`src/sv/stepper_step_rate_generator_assert.svh`:
```
// ----------------------------------------------------------------------------
// stepper step rate generator assertion macros
// shared property templates for the concurrent checks of the block
// ----------------------------------------------------------------------------
`ifndef STEPPER_STEP_RATE_GENERATOR_ASSERT_SVH
`define STEPPER_STEP_RATE_GENERATOR_ASSERT_SVH

// same-cycle implication, reset masked
`define SSRG_ASSERT_IMPL(lbl, clk, rst_n, ante, cons) \
  lbl: assert property (@(posedge clk) disable iff (!rst_n) (ante) |-> (cons)) \
    else $error("ssrg assertion failed");

// next-cycle implication, reset masked
`define SSRG_ASSERT_NEXT(lbl, clk, rst_n, ante, cons) \
  lbl: assert property (@(posedge clk) disable iff (!rst_n) (ante) |=> (cons)) \
    else $error("ssrg assertion failed");

`endif

```
`src/sv/ssrg_pkg.sv`:
```
// ----------------------------------------------------------------------------
// ssrg_pkg
// widths, codes and defaults of the stepper step rate generator
// ----------------------------------------------------------------------------
`default_nettype none

package ssrg_pkg;

  // field widths
  localparam int FUNC_W      = 2;
  localparam int SPEED_W     = 16;
  localparam int FULL_RATE_W = 17;
  localparam int PERIOD_W    = 16;
  localparam int CMP_W       = 7;
  localparam int POS_OUT_W   = 32;
  localparam int CFG_IDX_W   = 1;

  // default parameter values
  localparam int TICKS_PER_SECOND_DEF = 1000000;
  localparam int MIN_STEP_RATE_DEF    = 16;
  localparam int POSITION_BITS_DEF    = 32;

  // item function codes
  localparam logic [FUNC_W-1:0] FUNC_ENABLE = 2'd0;
  localparam logic [FUNC_W-1:0] FUNC_SPEED  = 2'd1;
  localparam logic [FUNC_W-1:0] FUNC_TICK   = 2'd2;

  // configuration register indexes
  localparam logic [CFG_IDX_W-1:0] CFG_FULL_RATE = 1'b0;
  localparam logic [CFG_IDX_W-1:0] CFG_DIR_POL   = 1'b1;

  // timer constants
  localparam logic [PERIOD_W-1:0]    PERIOD_RESET  = 16'd65000;
  localparam logic [PERIOD_W-1:0]    RELOAD_IDLE   = 16'd1000;
  localparam logic [PERIOD_W-1:0]    PERIOD_MAX    = 16'hFFFF;
  localparam logic [CMP_W-1:0]       COMPARE_PULSE = 7'd100;
  localparam logic [CMP_W-1:0]       COMPARE_OFF   = 7'd0;
  localparam logic [FULL_RATE_W-1:0] FULL_RATE_RST = 17'd1000;

  // percent in q8.8 scaled to full speed: 100 * 256 = 25600
  localparam int PCT_FRAC_BITS = 8;
  localparam int PCT_FULL      = 100;

endpackage

`default_nettype wire

```
`src/sv/stepper_step_rate_generator.sv`:
```
// ----------------------------------------------------------------------------
// stepper_step_rate_generator
// enable, direction and step state of a timer-clocked stepper driver, with a
// bit-serial speed-to-period path (shift-add multiply, two restoring divides)
// ----------------------------------------------------------------------------
//
//  channel | ports                                          | role
//  --------+------------------------------------------------+------------------
//  in      | in_valid/in_ready, func, enable_value, speed  | command or tick
//  out     | out_valid/out_ready, eight state fields       | state after item
//  cfg     | cfg_valid/cfg_ready, cfg_index, cfg_data      | register write
//
//  enable, tick and ignored commands: the accepted item goes to the emit step,
//  which loads the output register; no new item is taken until it is done.
//  a nonzero speed while enabled takes SPEED_W multiply steps, then two
//  restoring divides of NUM_W steps each with a load step between them,
//  then a finish and an emit step.
//  rst_n is synchronous active low; cfg_ready is always high.
//  the result sits in an output register, so the next beat is taken while it
//  waits; a stalled out channel holds only the emit step of the next item.
//
`default_nettype none
`include "stepper_step_rate_generator_assert.svh"

module stepper_step_rate_generator #(
  parameter int TICKS_PER_SECOND = ssrg_pkg::TICKS_PER_SECOND_DEF,
  parameter int MIN_STEP_RATE    = ssrg_pkg::MIN_STEP_RATE_DEF,
  parameter int POSITION_BITS    = ssrg_pkg::POSITION_BITS_DEF
) (
  input  wire                                  clk,
  input  wire                                  rst_n,
  // command channel
  input  wire                                  in_valid,
  output logic                                 in_ready,
  input  wire  [ssrg_pkg::FUNC_W-1:0]          in_func,
  input  wire                                  in_enable_value,
  input  wire  signed [ssrg_pkg::SPEED_W-1:0]  in_speed_percent,
  // result channel
  output logic                                 out_valid,
  input  wire                                  out_ready,
  output logic                                 out_step_issued,
  output logic signed [ssrg_pkg::POS_OUT_W-1:0] out_position,
  output logic [ssrg_pkg::PERIOD_W-1:0]        out_reload_value,
  output logic [ssrg_pkg::CMP_W-1:0]           out_compare_value,
  output logic [ssrg_pkg::PERIOD_W-1:0]        out_pending_period,
  output logic                                 out_dir_pin,
  output logic                                 out_enable_pin,
  output logic                                 out_running,
  // configuration channel
  input  wire                                  cfg_valid,
  output logic                                 cfg_ready,
  input  wire  [ssrg_pkg::CFG_IDX_W-1:0]       cfg_index,
  input  wire  [ssrg_pkg::FULL_RATE_W-1:0]     cfg_data
);

  // derived widths
  localparam int SPEED_W   = ssrg_pkg::SPEED_W;
  localparam int MS_W      = ssrg_pkg::FULL_RATE_W;
  localparam int PROD_W    = MS_W + SPEED_W;
  localparam int SCALED_W  = PROD_W - ssrg_pkg::PCT_FRAC_BITS;
  localparam int TPS_W     = $clog2(TICKS_PER_SECOND + 1);
  localparam int NUM_W     = (SCALED_W > TPS_W) ? SCALED_W : TPS_W;
  localparam int MIN_W     = $clog2(MIN_STEP_RATE + 1);
  localparam int DEN_W     = (MS_W > MIN_W) ? MS_W : MIN_W;
  localparam int CNT_W     = $clog2(NUM_W + 1);
  localparam int PW        = ssrg_pkg::PERIOD_W;
  localparam int OW        = ssrg_pkg::POS_OUT_W;

  // sequencer codes
  localparam logic [2:0] ST_IDLE  = 3'd0;
  localparam logic [2:0] ST_MUL   = 3'd1;
  localparam logic [2:0] ST_DIV1  = 3'd2;
  localparam logic [2:0] ST_LOAD2 = 3'd3;
  localparam logic [2:0] ST_DIV2  = 3'd4;
  localparam logic [2:0] ST_FIN   = 3'd5;
  localparam logic [2:0] ST_EMIT  = 3'd6;

  // control and state registers
  logic [2:0]               state_r, state_nxt;
  logic [CNT_W-1:0]         cnt_r, cnt_nxt;
  logic [MS_W-1:0]          full_rate_r, full_rate_nxt;
  logic                     dir_pol_r, dir_pol_nxt;
  logic                     enabled_r, enabled_nxt;
  logic                     stepping_r, stepping_nxt;
  logic                     dir_level_r, dir_level_nxt;
  logic [POSITION_BITS-1:0] step_count_r, step_count_nxt;
  logic [PW-1:0]            next_period_r, next_period_nxt;
  logic [PW-1:0]            reload_r, reload_nxt;
  logic [ssrg_pkg::CMP_W-1:0] compare_r, compare_nxt;
  logic                     issued_r, issued_nxt;
  logic                     out_valid_r, out_valid_nxt;

  // datapath registers
  logic [PROD_W-1:0]        prod_r, prod_nxt;
  logic [NUM_W-1:0]         num_r, num_nxt;
  logic [DEN_W-1:0]         rem_r, rem_nxt;
  logic [DEN_W-1:0]         den_r, den_nxt;
  logic                     neg_r, neg_nxt;

  // output payload registers
  logic                     out_issued_r;
  logic [OW-1:0]            out_pos_r;
  logic [PW-1:0]            out_reload_r;
  logic [ssrg_pkg::CMP_W-1:0] out_compare_r;
  logic [PW-1:0]            out_pending_r;
  logic                     out_dir_r;
  logic                     out_en_pin_r;
  logic                     out_running_r;

  logic                     in_beat;
  logic                     out_free;
  logic                     emit_load;
  logic [SPEED_W-1:0]       raw_mag;
  logic [MS_W:0]            mul_sum;
  logic [DEN_W:0]           div_shift;
  logic [DEN_W+1:0]         div_diff;
  logic                     div_ge;
  logic [NUM_W-1:0]         m_hi;
  logic [NUM_W-1:0]         m_clamped;
  logic [PW-1:0]            period_sat;
  logic [OW-1:0]            pos_ext;
  logic                     cmp_legal;
  logic                     step_legal;

  assign cfg_ready = 1'b1;
  assign in_ready  = (state_r == ST_IDLE);
  assign in_beat   = in_valid && in_ready;
  assign out_free  = !out_valid_r || out_ready;
  assign emit_load = (state_r == ST_EMIT) && out_free;

  // magnitude of the q8.8 percent
  assign raw_mag = in_speed_percent[SPEED_W-1] ? (~in_speed_percent + 1'b1)
                                               : in_speed_percent;

  // shift-add multiply step: low bit of prod_r is the current multiplier bit
  assign mul_sum = {1'b0, prod_r[PROD_W-1:SPEED_W]}
                 + (prod_r[0] ? {1'b0, full_rate_r} : {(MS_W+1){1'b0}});

  // restoring divide step, one quotient bit per cycle
  assign div_shift = {rem_r, num_r[NUM_W-1]};
  assign div_diff  = {1'b0, div_shift} - {2'b00, den_r};
  assign div_ge    = !div_diff[DEN_W+1];

  // clamp rate to the full rate, then to the minimum rate
  assign m_hi      = (num_r > NUM_W'(full_rate_r)) ? NUM_W'(full_rate_r) : num_r;
  assign m_clamped = (m_hi < NUM_W'(MIN_STEP_RATE)) ? NUM_W'(MIN_STEP_RATE) : m_hi;

  // period saturates to the timer width
  assign period_sat = (num_r > NUM_W'(ssrg_pkg::PERIOD_MAX)) ? ssrg_pkg::PERIOD_MAX
                                                             : num_r[PW-1:0];

  // position counter to the 32-bit port
  generate
    if (POSITION_BITS >= OW) begin : g_pos_trunc
      assign pos_ext = step_count_r[OW-1:0];
    end else begin : g_pos_sext
      assign pos_ext = {{(OW-POSITION_BITS){step_count_r[POSITION_BITS-1]}},
                        step_count_r};
    end
  endgenerate

  // sequencer and state update
  always_comb begin
    state_nxt       = state_r;
    cnt_nxt         = cnt_r;
    full_rate_nxt   = full_rate_r;
    dir_pol_nxt     = dir_pol_r;
    enabled_nxt     = enabled_r;
    stepping_nxt    = stepping_r;
    dir_level_nxt   = dir_level_r;
    step_count_nxt  = step_count_r;
    next_period_nxt = next_period_r;
    reload_nxt      = reload_r;
    compare_nxt     = compare_r;
    issued_nxt      = issued_r;
    prod_nxt        = prod_r;
    num_nxt         = num_r;
    rem_nxt         = rem_r;
    den_nxt         = den_r;
    neg_nxt         = neg_r;

    // register writes
    if (cfg_valid && cfg_ready) begin
      case (cfg_index)
        ssrg_pkg::CFG_FULL_RATE: full_rate_nxt = cfg_data;
        ssrg_pkg::CFG_DIR_POL:   dir_pol_nxt   = cfg_data[0];
        default:                 full_rate_nxt = full_rate_r;
      endcase
    end

    unique case (state_r)
      ST_IDLE: begin
        if (in_beat) begin
          issued_nxt = 1'b0;
          state_nxt  = ST_EMIT;
          case (in_func)
            ssrg_pkg::FUNC_ENABLE: begin
              enabled_nxt = in_enable_value;
              if (!in_enable_value) begin
                stepping_nxt = 1'b0;
              end
            end
            ssrg_pkg::FUNC_SPEED: begin
              if (enabled_r) begin
                if (in_speed_percent == '0) begin
                  stepping_nxt = 1'b0;
                  compare_nxt  = ssrg_pkg::COMPARE_OFF;
                  reload_nxt   = ssrg_pkg::RELOAD_IDLE;
                end else begin
                  neg_nxt   = in_speed_percent[SPEED_W-1];
                  prod_nxt  = {{MS_W{1'b0}}, raw_mag};
                  cnt_nxt   = CNT_W'(SPEED_W - 1);
                  state_nxt = ST_MUL;
                end
              end
            end
            ssrg_pkg::FUNC_TICK: begin
              if (stepping_r) begin
                step_count_nxt = dir_level_r ? step_count_r + 1'b1
                                             : step_count_r - 1'b1;
                reload_nxt     = next_period_r;
                compare_nxt    = ssrg_pkg::COMPARE_PULSE;
                issued_nxt     = 1'b1;
              end
            end
            default: issued_nxt = 1'b0;
          endcase
        end
      end
      ST_MUL: begin
        prod_nxt = {mul_sum, prod_r[SPEED_W-1:1]};
        cnt_nxt  = cnt_r - 1'b1;
        if (cnt_r == '0) begin
          state_nxt = ST_DIV1;
          num_nxt   = NUM_W'(prod_nxt[PROD_W-1:ssrg_pkg::PCT_FRAC_BITS]);
          rem_nxt   = '0;
          den_nxt   = DEN_W'(ssrg_pkg::PCT_FULL);
          cnt_nxt   = CNT_W'(NUM_W - 1);
        end
      end
      ST_DIV1, ST_DIV2: begin
        rem_nxt = div_ge ? div_diff[DEN_W-1:0] : div_shift[DEN_W-1:0];
        num_nxt = {num_r[NUM_W-2:0], div_ge};
        cnt_nxt = cnt_r - 1'b1;
        if (cnt_r == '0) begin
          state_nxt = (state_r == ST_DIV1) ? ST_LOAD2 : ST_FIN;
        end
      end
      ST_LOAD2: begin
        den_nxt   = m_clamped[DEN_W-1:0];
        num_nxt   = NUM_W'(TICKS_PER_SECOND);
        rem_nxt   = '0;
        cnt_nxt   = CNT_W'(NUM_W - 1);
        state_nxt = ST_DIV2;
      end
      ST_FIN: begin
        next_period_nxt = period_sat;
        stepping_nxt    = 1'b1;
        dir_level_nxt   = !neg_r ^ dir_pol_r;
        state_nxt       = ST_EMIT;
      end
      ST_EMIT: begin
        if (out_free) begin
          state_nxt = ST_IDLE;
        end
      end
      default: state_nxt = ST_IDLE;
    endcase

    // output register handshake
    out_valid_nxt = out_valid_r;
    if (emit_load) begin
      out_valid_nxt = 1'b1;
    end else if (out_ready) begin
      out_valid_nxt = 1'b0;
    end
  end

  // control and state registers
  always_ff @(posedge clk) begin
    if (!rst_n) begin
      state_r       <= ST_IDLE;
      cnt_r         <= '0;
      full_rate_r   <= ssrg_pkg::FULL_RATE_RST;
      dir_pol_r     <= 1'b0;
      enabled_r     <= 1'b0;
      stepping_r    <= 1'b0;
      dir_level_r   <= 1'b1;
      step_count_r  <= '0;
      next_period_r <= ssrg_pkg::PERIOD_RESET;
      reload_r      <= ssrg_pkg::RELOAD_IDLE;
      compare_r     <= ssrg_pkg::COMPARE_OFF;
      issued_r      <= 1'b0;
      out_valid_r   <= 1'b0;
    end else begin
      state_r       <= state_nxt;
      cnt_r         <= cnt_nxt;
      full_rate_r   <= full_rate_nxt;
      dir_pol_r     <= dir_pol_nxt;
      enabled_r     <= enabled_nxt;
      stepping_r    <= stepping_nxt;
      dir_level_r   <= dir_level_nxt;
      step_count_r  <= step_count_nxt;
      next_period_r <= next_period_nxt;
      reload_r      <= reload_nxt;
      compare_r     <= compare_nxt;
      issued_r      <= issued_nxt;
      out_valid_r   <= out_valid_nxt;
    end
  end

  // serial datapath registers
  always_ff @(posedge clk) begin
    prod_r <= prod_nxt;
    num_r  <= num_nxt;
    rem_r  <= rem_nxt;
    den_r  <= den_nxt;
    neg_r  <= neg_nxt;
  end

  // result beat payload
  always_ff @(posedge clk) begin
    if (emit_load) begin
      out_issued_r  <= issued_r;
      out_pos_r     <= pos_ext;
      out_reload_r  <= reload_r;
      out_compare_r <= compare_r;
      out_pending_r <= next_period_r;
      out_dir_r     <= dir_level_r;
      out_en_pin_r  <= !enabled_r;
      out_running_r <= stepping_r;
    end
  end

  assign out_valid          = out_valid_r;
  assign out_step_issued    = out_issued_r;
  assign out_position       = out_pos_r;
  assign out_reload_value   = out_reload_r;
  assign out_compare_value  = out_compare_r;
  assign out_pending_period = out_pending_r;
  assign out_dir_pin        = out_dir_r;
  assign out_enable_pin     = out_en_pin_r;
  assign out_running        = out_running_r;

  // terms for the checks
  assign cmp_legal  = (out_compare_value == ssrg_pkg::COMPARE_OFF)
                   || (out_compare_value == ssrg_pkg::COMPARE_PULSE);
  assign step_legal = out_running && (out_compare_value == ssrg_pkg::COMPARE_PULSE);

  // checks
  `SSRG_ASSERT_NEXT(a_busy_after_beat, clk, rst_n, in_valid && in_ready, !in_ready)
  `SSRG_ASSERT_IMPL(a_cmp_codes, clk, rst_n, out_valid, cmp_legal)
  `SSRG_ASSERT_IMPL(a_step_running, clk, rst_n, out_valid && out_step_issued, step_legal)
  `SSRG_ASSERT_IMPL(a_rate_nonzero, clk, rst_n, state_r == ST_DIV2, den_r != '0)

endmodule

`default_nettype wire
```
`config.mk`:
```
export PLATFORM = sky130hd
export DESIGN_NAME = stepper_step_rate_generator
export DESIGN_NICKNAME = d
export VERILOG_FILES = /design/src/sv/ssrg_pkg.sv /design/src/sv/stepper_step_rate_generator.sv
export VERILOG_INCLUDE_DIRS = /design/src /design/src/sv
export SDC_FILE = /design/constraint.sdc
export NUM_CORES = 1
export LEC_CHECK = 0
export CAP_MARGIN = 30
export CORE_MARGIN = 4
export CORE_UTILIZATION = 38
export DETAILED_ROUTE_END_ITERATION = 12
export DONT_BUFFER_PORTS = 1
export PLACE_DENSITY = 0.5
export SYNTH_ARGS = -nofsm -noshare
export SYNTH_HDL_FRONTEND = slang
export SYNTH_SLANG_ARGS = --single-unit
```
`constraint.sdc`:
```
create_clock -name clk -period 6.3 [get_ports clk]
set_input_delay 0.63 -clock clk [delete_from_list [all_inputs] [get_ports clk]]
set_output_delay 0.63 -clock clk [all_outputs]
set_load 0.02 [all_outputs]
```
==> summary by stage <==
Power
The fraction of power consumed by combinational cells is 0.302. The switching fraction of total power is 0.350. The clock network fraction of design power is 0.289.

In this run the static leakage power is 5.68 nW. For this design the total switching power over the nets is 2.22 mW. The power per standard cell area is 421 nW/um^2.

The share of total power dissipated in sequential elements is 0.409. The internal portion of the total power is 4.13 mW. IR analysis of the VDD net gives a maximum drop of 0.200 mV.

Logic synthesis
The most used standard cell by instance count after synthesis is nand2_1. The cell count after synthesis came out at 1,345. The share of synthesized registers carrying an async set or reset is 0.

By area the synthesized netlist is led by edfxtp_1, dfxtp_1, ha_1. The total of warnings raised by yosys is 0. The biggest area contributor in the post-synthesis netlist is edfxtp_1. The number of different library cells used by synthesis comes to 78. Dividing the synthesized area by the synthesized cell count gives 10.1 um^2. The total of flip-flops plus latches after synthesis is 258. The number of synthesized flops with an enable pin is 162. The summed instance area of the synthesized netlist is 13,600 um^2. The share of synthesized area in the top cell type comes to 0.358. For this run, the register share of the synthesized area comes to 0.500. In the synthesized netlist, the cells that appear most often are nand2_1, edfxtp_1, a21oi_1, nor2_1, dfxtp_1. For this run, the leading register cell type out of synthesis is edfxtp_1.

Run
Max-cap violations in this run came to 0.

Global route
The initial antenna violation count is 0. The global-route wire length before repair is 55,400 um. In the global route stage, overall resource usage came out at 0.175. The pin count of the biggest net entering global routing is 59.

The via count of the first global-routing pass came to 9,671. The total overflow left after global routing is 0.

Worst setup path
The worst endpoint required time is 6.77 ns. The slowest library cell on the worst path is inv_1. The top cell family by delay on the critical path is compound AO/OA/AOI/OAI gates. The number of buffers and inverters on the critical path is 2. The nature of the critical path startpoint is a flip-flop. Along the worst path, the maximum fanout reaches 21.

Among the stages of the critical path, the cell type that occurs most often is a211oi_2. The type of element capturing the critical path is a flip-flop. On the worst path, the slowest cell contributes a delay of 0.41 ns. The critical path goes through inv_1 -> buf_4 -> ha_1 -> a2111oi_4 -> a21boi_0 -> o21ba_2 -> o21ai_2 -> a211oi_2 -> nor3_1 -> a211oi_2 -> mux2i_1.

The critical path data arrival time is 4.13 ns. The critical setup path kind is reg2reg.

Timing
The relative slew slack is 0.332. Setup violations remaining at the end of the flow were counted as 0. The slack of the critical path is 2.64 ns.

After routing, the total negative slack on setup checks comes to 0 ns. The share of the cycle needed by the critical path after routing is 0.581. For the pin with the worst max-slew slack, the measured transition is 1.00 ns. Setup repair after global routing left no endpoint under its margin. On the final layout, the worst clock skew is 0.0130 ns. For this run, the top clock speed supported by timing is 0.273 GHz. The smallest clock period supported by the final layout is computed as 3.66 ns. The number of endpoints with negative hold slack in the final report is 0.

The final max-slew violation count was 0.

Clock network
The clock insertion delay at the later pin of the skew report is 0.55 ns. Clock-pin slew was measured on the worst setup and hold paths at 0.06 ns. Gates resized during post-CTS repair numbered 0. TritonCTS built the clock tree. The tree is rooted in a clkbuf_16. The number of clock buffers added by TritonCTS is 29. CTS saw 258 sinks.

The hold buffer count at cts is 0. The longest clock path from root to sink contains 3 buffers. The post-CTS repair timing setup buffer count is 0. The number of H-tree levels is 1.

Drt
The pre-antenna-repair detailed-routing pass consisted of 5 iterations. In this run, the number of DRC markers left after iteration 0 of detailed routing was 580. After detailed routing, the number of remaining DRC violations is 0. The final wirelength is 34,500 um. The number of routed nets with antenna violations is 0. After detailed routing, the number of vias per cell comes to 5.40. Dividing the detail-routed wire length by the instance count gives 19.1 um.

For this block, the via count after detailed routing is 9,752.

Die
The overall die height is 197 um. Pin placement for this block handled 120 I/O pins. The count of standard-cell rows is 68.

In this run the standard cell core region covers 34,900 um^2. The floorplan die area is 38,800 um^2. The initial utilization of the core area, before any placement, comes to 0.389. From left edge to right edge, the die measures 197 um.

Placement
The total half-perimeter wirelength after legalization and detailed placement is 24,800 um. The number of buffers added on ports is 0. Prior to clock tree synthesis, the placed netlist has a worst setup slack of 2.62 ns.

The congestion estimate from routability-driven global placement came to 0.828.

Layout
The layout overhead on the synthesized area is 11.1%. After the last flow step, the layout net total stands at 1,458. The antenna diode instance count is 0.

The utilization after layout is 0.433. The total area of sequential cells is 6790 um^2. In the final layout, the multi-input gates occupy 6300 um^2.

The ratio of cells with drive above 1 in the final layout is 0.0777. The layout has 3,396 filler cells.

Worst hold path
The min-delay analysis places its worst path in the category in2reg.

Outcome
The flow ran to the end, and the final reports show no timing, DRC or antenna violations.
[worst paths after layout]
path / cells past startpoint / to / startpoint / slack (ns)
worst max register to register: 11 / pos_ext[31] / dir_level_r / 2.64
worst max-delay path: 11 / pos_ext[31] / dir_level_r / 2.64
worst min-delay path: 1 / reload_r[8] / rst_n / 0.15
worst min register to register: 0 / out_reload_value[6] / reload_r[6] / 0.43
[stage by stage]
step	instance area [um^2]	std cells	power, mW	hold WS [ns]
2_1_floorplan	13600	1348	3.96	0.408
3_3_place_gp	14000	1751	4.50	0.418
3_5_place_dp	14000	1753	4.55	0.417
4_1_cts	15100	1806	6.41	0.130
5_1_grt	15100	1807	6.76	0.125
6_report	15100	1807	6.35	0.148
[power groups by stage]
stage	registers, mW	logic (mW)	clock network [mW]
6_report	2.60	1.91	1.83
2_1_floorplan	2.49	1.48	0
3_5_place_dp	2.64	1.92	0
5_1_grt	2.63	2.16	1.96
4_1_cts	2.60	1.93	1.88
3_3_place_gp	2.63	1.87	0
[area by class of cell]
| cell class | instances | area share |
|---|---|---|
| flip-flops and latches | 258 | 0.450 |
| multi-input cells | 965 | 0.418 |
| clock buffers | 36 | 0.0525 |
| well taps | 455 | 0.0377 |
| clock inverters | 17 | 0.0166 |
| inverters | 63 | 0.0157 |
| repair buffers | 13 | 0.00995 |
[registers in the layout, indices dropped and copies added (netlist names), 5 cells and up]
register,flops
cnt_r,5
pos_ext,32
next_period_r,16
reload_r,16
prod_r,33
out_reload_value,16
den_r,17
rem_r,17
full_rate_r,17
out_pending_period,16
num_r,25
out_position,32
[cells by family (layout without fill, tap and decap cells)]
| group | after synthesis | in the layout | share of synthesized area |
|---|---|---|---|
| xor+xnor | 60 | 60 | 0.0387 |
| fa+ha+maj | 86 | 86 | 0.0809 |
| compound gates | 362 | 362 | 0.177 |
| other cells | 2 | 5 | 0.000553 |
| buf+inv | 125 | 129 | 0.0403 |
| mux | 24 | 24 | 0.0179 |
| simple gates | 428 | 428 | 0.145 |
| flops | 258 | 258 | 0.500 |
[layout by cell type (no fill, tap or decap), types with 5 or more instances in the layout]
cell	netlist	layout
and3_1	5	5
a211o_1	6	6
nand3_1	33	33
nand4_1	5	5
edfxtp_1	162	162
or3_1	11	11
nor3_1	20	19
buf_4	8	10
ha_1	83	83
inv_1	63	62
clkbuf_16	0	29
conb_1	2	5
o21a_1	20	20
nor4_1	12	12
a22o_1	12	12
o21ai_0	69	69
clkinvlp_4	0	5
o221a_2	8	8
mux2i_1	22	22
bufinv_16	0	6
a211oi_1	14	13
nor2b_1	16	15
and2_1	26	26
nor2_1	101	98
xnor2_1	34	34
nand2_1	171	171
xor2_1	26	26
o211ai_1	19	19
nand2b_1	6	6
a21o_1	21	21
dfxtp_1	96	96
a22oi_1	11	11
o22ai_1	17	17
a21oi_1	114	114
o31ai_1	7	7
[routing by layer]
layer	global-route usage	up-vias	share of wire
met1	0.256	4662	0.49
met2	0.275	189	0.44
li1	-	4862	-
met3	0.0314	39	0.049
met5	0	-	0
met4	0.0375	0	0.020
(Power assumes the default switching activity.)
